$ cat config.mk
export PLATFORM = sky130hd
export DESIGN_NAME = i2c_bitbang_master
export DESIGN_NICKNAME = d
export VERILOG_FILES = /design/src/rtl/core/i2cbb_pkg.sv /design/src/rtl/core/i2cbb_front.sv /design/src/rtl/core/i2cbb_queue.sv /design/src/rtl/core/i2cbb_back.sv /design/src/rtl/core/i2c_bitbang_master.sv
export SDC_FILE = /design/constraint.sdc
export NUM_CORES = 1
export LEC_CHECK = 0
export BUFFER_PORTS_ARGS = -buffer_cell sky130_fd_sc_hd__buf_4
export CAP_MARGIN = 25
export CORE_AREA = 2 2 111 113
export CTS_BUF_LIST = sky130_fd_sc_hd__clkbuf_4
export DETAILED_ROUTE_END_ITERATION = 8
export DIE_AREA = 0 0 113 115
export PLACE_DENSITY = 0.87
export SKIP_CTS_REPAIR_TIMING = 1
export SYNTH_ARGS = -nofsm -noshare
export SYNTH_HDL_FRONTEND = slang
export SYNTH_SLANG_ARGS = --single-unit
export TNS_END_PERCENT = 100
$ cat constraint.sdc
create_clock -name clk -period 5 [get_ports clk]
set_input_delay 0.25 -clock clk [delete_from_list [all_inputs] [get_ports clk]]
set_output_delay 0.25 -clock clk [all_outputs]
set_load 0.05 [all_outputs]
$ cat src/rtl/core/i2cbb_pkg.sv
`default_nettype none

package i2cbb_pkg;

    localparam int HpW          = 16;
    localparam int StepW        = 5;
    localparam int ByteW        = 8;
    localparam int ModeW        = 3;
    localparam int InDataW      = 16;
    localparam int OutDataW     = 16;
    localparam int QueueDepth   = 2;
    localparam logic [HpW-1:0] HalfPeriodReset = 16'd10;
    localparam logic [ByteW-1:0] ByteMsb       = 8'h80;

    typedef enum logic [ModeW-1:0] {
        CMD_IDLE  = 3'd0,
        CMD_START = 3'd1,
        CMD_STOP  = 3'd2,
        CMD_SEND  = 3'd3,
        CMD_RECV  = 3'd4,
        CMD_SACK  = 3'd5,
        CMD_RACK  = 3'd6
    } cmd_t;

    typedef struct packed {
        logic             is_cmd;
        cmd_t             cmd;
        logic [ByteW-1:0] tx_byte;
        logic             ack_bit;
        logic             sda_level;
    } item_t;

    typedef struct packed {
        logic             rejected;
        logic             rx_ack;
        logic [ByteW-1:0] rx_byte;
        logic             done_res;
        logic             busy_res;
        logic             sda_out;
        logic             scl_out;
    } result_t;

    function automatic logic [StepW-1:0] step_count(input cmd_t cmd);
        logic [StepW-1:0] n;
        case (cmd)
            CMD_START: n = 5'd4;
            CMD_STOP:  n = 5'd3;
            CMD_SEND:  n = 5'd24;
            CMD_RECV:  n = 5'd17;
            CMD_SACK:  n = 5'd3;
            CMD_RACK:  n = 5'd4;
            default:   n = 5'd1;
        endcase
        return n;
    endfunction

endpackage

`default_nettype wire

$ cat src/rtl/core/i2cbb_front.sv
`default_nettype none

module i2cbb_front (
    input  wire logic [i2cbb_pkg::ModeW-1:0]   mode,
    input  wire logic [i2cbb_pkg::InDataW-1:0] data,
    output i2cbb_pkg::item_t                   item
);
    import i2cbb_pkg::*;

    logic is_cmd;

    always_comb
    begin
        is_cmd = mode inside {[CMD_START:CMD_RACK]};
        item.is_cmd    = is_cmd;
        item.cmd       = is_cmd ? cmd_t'(mode) : CMD_IDLE;
        item.tx_byte   = data[ByteW-1:0];
        item.ack_bit   = data[ByteW];
        item.sda_level = data[ByteW+1];
    end

endmodule

`default_nettype wire

$ cat src/rtl/core/i2cbb_queue.sv
`default_nettype none

module i2cbb_queue #(
    parameter int DEPTH = i2cbb_pkg::QueueDepth
) (
    input  wire logic              clk,
    input  wire logic              rst_n,
    input  wire logic              push,
    input  i2cbb_pkg::item_t       push_item,
    output logic                   full,
    input  wire logic              pop,
    output i2cbb_pkg::item_t       pop_item,
    output logic                   not_empty
);
    import i2cbb_pkg::*;

    localparam int AW = (DEPTH > 1) ? $clog2(DEPTH) : 1;
    localparam int CW = $clog2(DEPTH + 1);
    localparam logic [AW-1:0] LastIdx = AW'(DEPTH - 1);
    localparam logic [CW-1:0] FullCnt = CW'(DEPTH);

    item_t         mem [DEPTH];
    logic [AW-1:0] wr_ptr_reg, wr_ptr_next;
    logic [AW-1:0] rd_ptr_reg, rd_ptr_next;
    logic [CW-1:0] cnt_reg, cnt_next;

    assign full      = (cnt_reg == FullCnt);
    assign not_empty = (cnt_reg != '0);
    assign pop_item  = mem[rd_ptr_reg];

    always_comb
    begin
        wr_ptr_next = wr_ptr_reg;
        rd_ptr_next = rd_ptr_reg;
        cnt_next    = cnt_reg;
        if (push)
        begin
            wr_ptr_next = (wr_ptr_reg == LastIdx) ? '0 : wr_ptr_reg + 1'b1;
        end
        if (pop)
        begin
            rd_ptr_next = (rd_ptr_reg == LastIdx) ? '0 : rd_ptr_reg + 1'b1;
        end
        if (push && !pop)
        begin
            cnt_next = cnt_reg + 1'b1;
        end
        else if (pop && !push)
        begin
            cnt_next = cnt_reg - 1'b1;
        end
    end

    always_ff @(posedge clk or negedge rst_n)
    begin
        if (!rst_n)
        begin
            wr_ptr_reg <= '0;
            rd_ptr_reg <= '0;
            cnt_reg    <= '0;
        end
        else
        begin
            wr_ptr_reg <= wr_ptr_next;
            rd_ptr_reg <= rd_ptr_next;
            cnt_reg    <= cnt_next;
        end
    end

    always_ff @(posedge clk)
    begin
        if (push)
        begin
            mem[wr_ptr_reg] <= push_item;
        end
    end

    a_no_overflow: assert property (@(posedge clk) disable iff (!rst_n)
        push |-> !full || pop)
        else $error("request pushed into full queue");

    a_no_underflow: assert property (@(posedge clk) disable iff (!rst_n)
        pop |-> not_empty)
        else $error("pop from empty queue");

    a_count_bound: assert property (@(posedge clk) disable iff (!rst_n)
        cnt_reg <= FullCnt)
        else $error("queue count out of range");

endmodule

`default_nettype wire

$ cat src/rtl/core/i2cbb_back.sv
`default_nettype none

module i2cbb_back (
    input  wire logic                        clk,
    input  wire logic                        rst_n,
    input  wire logic                        cfg_we,
    input  wire logic [i2cbb_pkg::HpW-1:0]   cfg_wdata,
    input  i2cbb_pkg::item_t                 item,
    input  wire logic                        item_valid,
    output logic                             item_pop,
    output logic                             res_valid,
    output i2cbb_pkg::result_t               res,
    input  wire logic                        res_ready
);
    import i2cbb_pkg::*;

    logic [HpW-1:0]   hp_reg;
    cmd_t             cmd_reg, cmd_next, cmd_a;
    logic [StepW-1:0] step_reg, step_next, step_a;
    logic [HpW-1:0]   timer_reg, timer_next, timer_a, timer_b;
    logic [ByteW-1:0] shift_reg, shift_next, shift_a;
    logic [1:0]       phase_reg, phase_next, phase_a;
    logic             ack_hold_reg, ack_hold_next;
    logic             scl_reg, scl_next;
    logic             sda_reg, sda_next;
    logic             rack_reg, rack_next;
    logic [ByteW-1:0] last_rx_reg, last_rx_next;
    logic             res_valid_reg;
    result_t          res_reg;
    logic             rej, done, change, hold_end, finish;
    logic [HpW-1:0]   h;

    assign item_pop  = item_valid && (!res_valid_reg || res_ready);
    assign res_valid = res_valid_reg;
    assign res       = res_reg;
    assign h         = (hp_reg == '0) ? HpW'(1) : hp_reg;

    // command, step and hold timer
    always_comb
    begin
        cmd_a         = cmd_reg;
        step_a        = step_reg;
        timer_a       = timer_reg;
        shift_a       = shift_reg;
        phase_a       = phase_reg;
        ack_hold_next = ack_hold_reg;
        rej           = 1'b0;
        if (cmd_reg == CMD_IDLE)
        begin
            if (item.is_cmd)
            begin
                cmd_a         = item.cmd;
                step_a        = '0;
                timer_a       = '0;
                phase_a       = '0;
                shift_a       = (item.cmd == CMD_SEND) ? item.tx_byte : '0;
                ack_hold_next = item.ack_bit;
            end
        end
        else if (item.is_cmd)
        begin
            rej = 1'b1;
        end
        change   = (cmd_a != CMD_IDLE) && (timer_a == '0);
        timer_b  = change ? h : timer_a;
        hold_end = (cmd_a != CMD_IDLE) && (timer_b == HpW'(1));
        finish   = hold_end && !((step_a + 1'b1) < step_count(cmd_a));
        done     = finish;
        cmd_next   = cmd_a;
        step_next  = step_a;
        timer_next = (cmd_a != CMD_IDLE) ? timer_b - 1'b1 : timer_a;
        if (hold_end)
        begin
            if (finish)
            begin
                cmd_next  = CMD_IDLE;
                step_next = '0;
            end
            else
            begin
                step_next = step_a + 1'b1;
            end
        end
    end

    // line levels, shift register and sampled data
    always_comb
    begin
        scl_next     = scl_reg;
        sda_next     = sda_reg;
        shift_next   = shift_a;
        phase_next   = phase_a;
        rack_next    = rack_reg;
        last_rx_next = last_rx_reg;
        if (change)
        begin
            case (cmd_a)
                CMD_START:
                begin
                    if (step_a == 5'd0)      sda_next = 1'b1;
                    else if (step_a == 5'd1) scl_next = 1'b1;
                    else if (step_a == 5'd2) sda_next = 1'b0;
                    else                     scl_next = 1'b0;
                end
                CMD_STOP:
                begin
                    if (step_a == 5'd0)      sda_next = 1'b0;
                    else if (step_a == 5'd1) scl_next = 1'b1;
                    else                     sda_next = 1'b1;
                end
                CMD_SEND:
                begin
                    if (phase_a == 2'd0)      sda_next = shift_a[ByteW-1];
                    else if (phase_a == 2'd1) scl_next = 1'b1;
                    else                      scl_next = 1'b0;
                end
                CMD_RECV:
                begin
                    if (step_a == 5'd0) sda_next = 1'b1;
                    else                scl_next = step_a[0];
                end
                CMD_SACK:
                begin
                    if (step_a == 5'd0) sda_next = ack_hold_next;
                    else                scl_next = (step_a == 5'd1);
                end
                CMD_RACK:
                begin
                    if (step_a == 5'd0) sda_next = 1'b1;
                    else                scl_next = (step_a == 5'd1);
                end
                default:
                begin
                end
            endcase
        end
        if (hold_end)
        begin
            if (cmd_a == CMD_SEND)
            begin
                if (phase_a == 2'd2)
                begin
                    phase_next = '0;
                    shift_next = shift_a << 1;
                end
                else
                begin
                    phase_next = phase_a + 1'b1;
                end
            end
            else if (cmd_a == CMD_RECV && step_a[0])
            begin
                shift_next = {shift_a[ByteW-2:0], item.sda_level};
            end
            else if (cmd_a == CMD_RACK && step_a == 5'd1)
            begin
                rack_next = item.sda_level;
            end
            if (finish && cmd_a == CMD_RECV)
            begin
                last_rx_next = shift_a;
            end
        end
    end

    always_ff @(posedge clk or negedge rst_n)
    begin
        if (!rst_n)
        begin
            hp_reg        <= HalfPeriodReset;
            cmd_reg       <= CMD_IDLE;
            step_reg      <= '0;
            timer_reg     <= '0;
            shift_reg     <= '0;
            phase_reg     <= '0;
            ack_hold_reg  <= 1'b0;
            scl_reg       <= 1'b1;
            sda_reg       <= 1'b1;
            rack_reg      <= 1'b0;
            last_rx_reg   <= '0;
            res_valid_reg <= 1'b0;
        end
        else
        begin
            if (cfg_we)
            begin
                hp_reg <= cfg_wdata;
            end
            if (item_pop)
            begin
                cmd_reg      <= cmd_next;
                step_reg     <= step_next;
                timer_reg    <= timer_next;
                shift_reg    <= shift_next;
                phase_reg    <= phase_next;
                ack_hold_reg <= ack_hold_next;
                scl_reg      <= scl_next;
                sda_reg      <= sda_next;
                rack_reg     <= rack_next;
                last_rx_reg  <= last_rx_next;
            end
            if (item_pop)
            begin
                res_valid_reg <= 1'b1;
            end
            else if (res_ready)
            begin
                res_valid_reg <= 1'b0;
            end
        end
    end

    always_ff @(posedge clk)
    begin
        if (item_pop)
        begin
            res_reg.scl_out  <= scl_next;
            res_reg.sda_out  <= sda_next;
            res_reg.busy_res <= (cmd_next != CMD_IDLE);
            res_reg.done_res <= done;
            res_reg.rx_byte  <= last_rx_next;
            res_reg.rx_ack   <= rack_next;
            res_reg.rejected <= rej;
        end
    end

    a_done_idle: assert property (@(posedge clk) disable iff (!rst_n)
        item_pop |=> !(res_reg.done_res && res_reg.busy_res))
        else $error("done reported while still busy");

    a_reject_busy: assert property (@(posedge clk) disable iff (!rst_n)
        item_pop && rej |-> cmd_reg != CMD_IDLE)
        else $error("request rejected while idle");

    a_idle_step: assert property (@(posedge clk) disable iff (!rst_n)
        cmd_reg == CMD_IDLE |-> step_reg == '0)
        else $error("step index left over in idle");

    a_step_bound: assert property (@(posedge clk) disable iff (!rst_n)
        cmd_reg != CMD_IDLE |-> step_reg < step_count(cmd_reg))
        else $error("step index past end of sequence");

endmodule

`default_nettype wire

$ cat src/rtl/core/i2c_bitbang_master.sv
// I2C master line sequencer: every request on the slave stream is one timebase tick and
// yields exactly one result on the master stream. A command (start, stop, send byte,
// receive byte, send ack, receive ack) is taken only when idle, else it is flagged as
// rejected; after each SCL/SDA change the lines hold for half_period ticks (zero counts
// as one). One tick is accepted per clock cycle while m_tready does not hold back results,
// as the sequencer updates its step and hold counter with each tick it takes; a result
// passes through the request queue and then the output register.
`default_nettype none

module i2c_bitbang_master #(
    parameter int QUEUE_DEPTH = i2cbb_pkg::QueueDepth
) (
    input  wire logic                             clk,
    input  wire logic                             rst_n,
    input  wire logic                             cfg_we,
    input  wire logic [i2cbb_pkg::HpW-1:0]        cfg_wdata,
    input  wire logic                             s_tvalid,
    output logic                                  s_tready,
    // tx_byte[7:0], ack_bit[8], sda_level[9], zero[15:10]
    input  wire logic [i2cbb_pkg::InDataW-1:0]    s_tdata,
    // mode[2:0]
    input  wire logic [i2cbb_pkg::ModeW-1:0]      s_tuser,
    output logic                                  m_tvalid,
    input  wire logic                             m_tready,
    // scl_out[0], sda_out[1], busy_res[2], done_res[3], rx_byte[11:4], rx_ack[12],
    // rejected[13], zero[15:14]
    output logic [i2cbb_pkg::OutDataW-1:0]        m_tdata
);
    import i2cbb_pkg::*;

    item_t   in_item, q_item;
    result_t res;
    logic    q_full, q_valid, q_pop, push;

    assign s_tready = !q_full;
    assign push     = s_tvalid && !q_full;
    assign m_tdata  = {{(OutDataW - $bits(result_t)){1'b0}}, res};

    i2cbb_front u_front (
        .mode (s_tuser),
        .data (s_tdata),
        .item (in_item)
    );

    i2cbb_queue #(
        .DEPTH (QUEUE_DEPTH)
    ) u_queue (
        .clk       (clk),
        .rst_n     (rst_n),
        .push      (push),
        .push_item (in_item),
        .full      (q_full),
        .pop       (q_pop),
        .pop_item  (q_item),
        .not_empty (q_valid)
    );

    i2cbb_back u_back (
        .clk        (clk),
        .rst_n      (rst_n),
        .cfg_we     (cfg_we),
        .cfg_wdata  (cfg_wdata),
        .item       (q_item),
        .item_valid (q_valid),
        .item_pop   (q_pop),
        .res_valid  (m_tvalid),
        .res        (res),
        .res_ready  (m_tready)
    );

endmodule

`default_nettype wire

Yosys cells after proc, flatten, opt, wreduce, memory -nomap -nowiden
Memory sizes are Yosys's and may differ from the RTL's.
Cells that the tools add are included.
Word-level totals
  register bits after elaboration: 81
  bits in writable memories: 28
  input bits: 40
  output and inout port bits: 18
  logic and storage cells: 142
  memories kept: 1
Cells by class
  $add $sub $neg: 7
  $lt $le $gt $ge: 3
  equal/unequal tests: 13
  muxes and demuxes: 65
  reduce and logical (&&, ||, !) cells: 31
Memories
  u_queue.mem: words 2, bits a word 14, rd ports 1, clocked after memory_dff 0, wr ports 1, line i2cbb_queue.sv:22  | item_t mem [DEPTH];
Operators with widths (count)
  two-way mux 16 bit: 5
  two-way mux 8 bit: 9
  logical NOT 16 bit: 2
  two-way mux 1 bit: 32
  two-way mux 5 bit: 4
  case mux 5 bit (4 select lines): 1
  == test 16 x 1 -> 1 bit, second input constant: 1
  subtractor 16 x 1 -> 16 bit, second input constant: 1
  two-way mux 3 bit: 5
  two-way mux 2 bit: 7
  logical AND 1 bit: 11
  case mux 1 bit (5 select lines): 2
  == test 3 x 2 -> 1 bit, second input constant: 3
  == test 3 bit, second input constant: 3
  OR reduction 2 bit: 4
  nonzero test 2 bit: 3
  nonzero test 3 bit: 2
  adder 5 x 1 -> 5 bit, second input constant: 1
  == test 5 x 1 -> 1 bit, second input constant: 1
  == test 5 x 2 -> 1 bit, second input constant: 1
  logical NOT 1 bit: 5
  logical NOT 5 bit: 1
  < comparator 5 bit: 1
  adder 2 x 1 -> 2 bit, second input constant: 2
  other kinds (10): 12

Logic depth before layout (Yosys ltp)
An unclocked memory read counts as a cell.
  word-level depth: 12
  mapped depth: 20
  gate-level depth less buffers: 16

Hierarchy
Synthesis repeated with hierarchy kept, for this count alone.
Second synthesis, totals
  cells, all modules: 548
  area total of the unflattened synthesis: 6024.5 um^2
Modules (own cells, without submodules)
  i2cbb_back: times used 1, cells each 467, area an instance 4623.2 um^2, sequential area each 2001.9 um^2
  i2cbb_queue: times used 1, cells each 60, area an instance 1252.5 um^2, sequential area each 940.9 um^2
  i2cbb_front: times used 1, cells each 16, area an instance 120.1 um^2, sequential area each 0.0 um^2
  i2c_bitbang_master: times used 1, cells each 5, area an instance 28.8 um^2, sequential area each 0.0 um^2

Worst setup path after synthesis
No wires, ideal clock.
  kind: reg-to-reg
  start point: register u_back.cmd_reg[2]
  end point: register u_back.res_reg, in the netlist u_back.res[10] (data pin)
  library setup time: 0.260 ns
  arrival: 4.433 ns
  data required time: 4.740 ns
  path slack: 0.307 ns
  cell stages (with the launch flop): 20
  cell sequence: dfrtp_1 > or3_1 > buf_2 > nor2_1 > buf_2 > a21oi_1 > ha_1 > nor2b_1 > or3_4 > o21ai_1 > clkbuf_1 > o21ai_0 > nand2_1 > ha_1 > nand4_1 > o2bb2ai_2 > o31ai_4 > or3_1 > buf_6 > mux2_4
Between the ends
  cells in the longest elaborated chain, start to end: 11
RTL lines
  start, declared: line i2cbb_back.sv:18  | cmd_t cmd_reg, cmd_next, cmd_a;
  start signal, assigned: line i2cbb_back.sv:191  | cmd_reg <= cmd_next;
  logical NOT 3 bit / two-way mux 3 bit (equally long branches): line i2cbb_back.sv:48, i2cbb_back.sv:50
  two-way mux 3 bit / two-way mux 16 bit (equally long branches): line i2cbb_back.sv:48  | if (cmd_reg == CMD_IDLE)
  == test 3 x 1 -> 1 bit (tied with other cells): line i2cbb_pkg.sv:45  | case (cmd)
  OR reduction 2 bit (no line) / logical AND 1 bit (equally long branches)
  case mux 5 bit (4 select lines) / two-way mux 16 bit (equally long branches): line i2cbb_pkg.sv:45, i2cbb_back.sv:65
  < comparator 5 bit / == test 16 x 1 -> 1 bit (equally long branches): line i2cbb_back.sv:67, i2cbb_back.sv:66
  logical NOT 1 bit / logical AND 1 bit (equally long branches): line i2cbb_back.sv:67, i2cbb_back.sv:66
  logical AND 1 bit: line i2cbb_back.sv:67  | finish = hold_end && !((step_a + 1'b1) < step_count(cmd_a));
  logical AND 1 bit: line i2cbb_back.sv:159  | if (finish && cmd_a == CMD_RECV)
  two-way mux 8 bit: line i2cbb_back.sv:159
  two-way mux 8 bit (*): line i2cbb_back.sv:137  | if (hold_end)
  named net u_back.last_rx_next[6]: line i2cbb_back.sv:27  | logic [ByteW-1:0] last_rx_reg, last_rx_next;
  end, declared: line i2cbb_back.sv:29  | result_t res_reg;
The timed path passes the listed nets; every way through them passes the cells marked *.
A chain may end at the register's enable or synchronous reset.

Final worst setup path
  start point: register u_queue.rd_ptr_reg
  end point: register u_back.res_reg, in the netlist u_back.res[7] (data pin)
Between the ends
  cells in the longest elaborated chain, start to end: 12
RTL lines
  start, declared: line i2cbb_queue.sv:24  | logic [AW-1:0] rd_ptr_reg, rd_ptr_next;
  start signal, assigned: line i2cbb_queue.sv:65  | rd_ptr_reg <= rd_ptr_next;
  memory read (2 x 14 bit) (*)
  two-way mux 3 bit / two-way mux 16 bit (equally long branches): line i2cbb_back.sv:50  | if (item.is_cmd)
  two-way mux 3 bit / two-way mux 16 bit (equally long branches): line i2cbb_back.sv:48
  == test 3 x 1 -> 1 bit (tied with other cells): line i2cbb_pkg.sv:45
  OR reduction 2 bit (no line) / logical AND 1 bit (equally long branches)
  case mux 5 bit (4 select lines) / two-way mux 16 bit (equally long branches): line i2cbb_pkg.sv:45, i2cbb_back.sv:65
  < comparator 5 bit / == test 16 x 1 -> 1 bit (equally long branches): line i2cbb_back.sv:67, i2cbb_back.sv:66
  logical NOT 1 bit / logical AND 1 bit (equally long branches): line i2cbb_back.sv:67, i2cbb_back.sv:66
  logical AND 1 bit: line i2cbb_back.sv:67
  logical AND 1 bit: line i2cbb_back.sv:159
  two-way mux 8 bit: line i2cbb_back.sv:159
  two-way mux 8 bit (*): line i2cbb_back.sv:137
  named net u_back.last_rx_next[3]: line i2cbb_back.sv:27
Marked as above.

==> impl_metrics.ini <==
[die]
rows = 40
core-area_um2 = 11810
initial_utilization_pct = 54.46
pin_count = 58
dieWidth_um = 113
die_h_um = 115
die_area_um2 = 13000

[yosys]
ys_ff_latch = 109
yosysWarnings = 0
synth_edf_count = 42
postSynthAreaPerCell_um2 = 10.37
seq_area_frac_synth_pct = 45.75
syn_area_um2 = 6432
ys_types = 83
synthArstFlopShare_pct = 61.47
synth_ff_type = dfrtp_1
postSynthCellCount = 620

[clock_network]
cts-htree-levels = 3
clock_tree.root_cell = clkbuf_4
clkLatencyLatePin_ns = 0.53
clkSinkCount = 109
cts_tree = yes
cts_buffers = 9
path_clk_slew_ns = 0.19
cts_buffer_depth = 2

[timing]
relSlewSlack_pct = 40.77
fin_crit_sh_pct = 94.69
final-setup-viol-count = 0
clock-skew-final_ns = 0.02679
holdWs_ns = -0.007206
max_clock_freq_mhz = 211.2
setup-tns-final_ns = 0
hold_violations = 1
period_minus_slack_ns = 4.734
tightest_slew_ns = 0.8792
drv_slew = 0

[finish]
final_area_um2 = 7406
register_area_um2 = 2943
drive_above_1_share_pct = 21.14
mostFrequentLayoutCell = buf_4
final_nets = 750
syn_to_final_growth_pct = 15.13
multiInputGateArea_um2 = 3318
largest_reg_flops = 28
n_fill_cell = 942
diodes = 0
final_cell_mix = 67 x buf_4, 63 x dfrtp_1, 50 x nor2_1

[critical_path]
end_kind = flop
arrival_ns = 5.03
critPathKind = flop to flop
critPathMaxFanout = 21
required_ns = 5.29
cp-start-kind = flop
path_cells = buf_4 -> mux2i_1 -> nor3_1 -> nor2_1 -> ha_1 -> nor2b_2 -> or3_4 -> o21ai_1 -> buf_4 -> a22oi_1 -> ha_1 -> nand4_1 -> o2bb2ai_2 -> o31ai_4 -> or3_1 -> mux2_4
critPathSlowestCell = dfrtp_1
critPathBufInv = 2
cpPeakStageDelay_ns = 0.63
critPathTopFamily = simple AND/OR/NAND/NOR gates

[routing]
drt_iter0_markers = 575
vias = 5546
wl_per_cell_um = 20.11
drt-total-wl_um = 17030
vias_per_cell = 6.548
drc = 2
dr.pass1.iters = 7
ant_nets = 0

[power_and_ir_drop]
seqPwrFrac_pct = 36.2
powerDensity_nw_per_um2 = 541.3
p_leak_uw = 0.002962
switching_share_pct = 47.05
p_comb_share_pct = 52.2
power_uw = 4009
ir_worst_vdd_v = 0.0003418
clock_power_share_pct = 11.5
p_int_uw = 2123
switchingPower_uw = 1886

[placement]
portBuffers = 49
placed_area_um2 = 6990
dp.final_hpwl_um = 11600
globalplace.congestion = 0.9477

[grt]
grt_start_max_net_pins = 68
grt_antenna_before_repair = 0
grt_overflow = 0
grt_pass1_wl_um = 27080
grt_pass1_vias = 5263
grt.total_usage_pct = 26.26

[min_path]
min_path_type = input port to flop

[status]
violations = DRC, hold timing
status = complete, but fails checks

[job]
drv_cap = 0
worst min-delay path, stage by stage:
cell      delay [ns]
buf_4           0.07
nand2b_1        0.12
nand2_1         0.06
power by group through the flow:
| stage | Combinational [uW] | Clock (uW) | Sequential, uW |
|---|---|---|---|
| finish | 2090 | 463 | 1450 |
| global route | 2280 | 502 | 1480 |
| CTS | 2050 | 465 | 1440 |
| detailed placement | 2040 | 0 | 1460 |
| global placement | 1980 | 0 | 1450 |
| floorplan | 1330 | 0 | 1540 |
per-stage QoR:
step           util (%)  setup slack, ns  cells
2_1_floorplan         -           0.3069    621
3_3_place_gp      59.09           0.3030    803
3_5_place_dp      59.18           0.1290    804
4_1_cts           60.39           0.1022    820
5_1_grt           62.70        -0.005415    847
6_report          62.70           0.2657    847
cells in the mapped netlist (4+ instances only):
cell type,count,area share [%]
dfrtp_1,63,25
nor2_1,50,2.9
nand2_1,49,2.9
edfxtp_1,42,20
o21ai_0,40,3.1
mux2_2,30,5.3
nand3_1,26,2.0
clkbuf_1,18,1.1
a21oi_1,17,1.3
nor3_1,16,1.2
ha_1,15,2.9
a22o_1,13,1.8
a31oi_1,13,1.3
nand2b_1,12,1.2
nand4_1,11,1.1
o211ai_1,10,1.2
inv_1,9,0.53
nor4_1,9,0.88
or3_1,9,0.88
and2_1,8,0.78
mux2_1,8,1.4
mux2_4,8,1.9
mux2i_1,7,1.1
a21o_1,6,0.70
a22oi_1,6,0.70
buf_2,6,0.47
a32oi_1,4,0.54
and3_1,4,0.39
dfstp_2,4,1.6
nand3b_1,4,0.47
nand4b_1,4,0.54
o2111ai_1,4,0.54
o22ai_1,4,0.39
o31ai_1,4,0.47
o41ai_1,4,0.54
xnor2_1,4,0.54
xor2_1,4,0.54
final cells by class:
class,instances,share of cell area [%]
multi-input cells,471,44.80
clock inverters,7,1.014
well taps,147,2.484
repair buffers,95,10.59
clock buffers,9,0.9123
inverters,9,0.4562
flip-flops and latches,109,39.74
cells by family after synthesis:
kind of cell | after synthesis | synth area share [%]
adders and majority gates | 15 | 2.918
xor gates and xnor gates | 8 | 1.089
DFF | 109 | 45.75
muxes | 54 | 9.959
AOI/OAI and AO/OA | 165 | 18.56
and+or+nand+nor | 227 | 18.85
buffers and inverters | 41 | 2.820
other | 1 | 0.05830
layer usage:
layer,track usage (%),wire (um),vias to the layer above
met3,4.955,1407,33
met1,36.32,7173,2715
li1,-,-,2527
met4,11.06,382,0
met2,41.00,8066,271
met5,0,0,-
worst paths after layout:
kind	slack [ns]	startpoint	depth (start not counted)	to
max	0.27	u_queue.rd_ptr_reg	16	u_back.res[7]
min	-0.007	m_tready	3	u_back.res_valid
max reg2reg	0.27	u_queue.rd_ptr_reg	16	u_back.res[7]
min reg2reg	0.51	u_back.shift_reg[1]	2	u_back.shift_reg[1]
max in group asynchronous	4.07	rst_n	2	u_back.hp_reg[15]
min in group asynchronous	0.35	rst_n	2	u_queue.wr_ptr_reg
(Power assumes the default switching activity.)
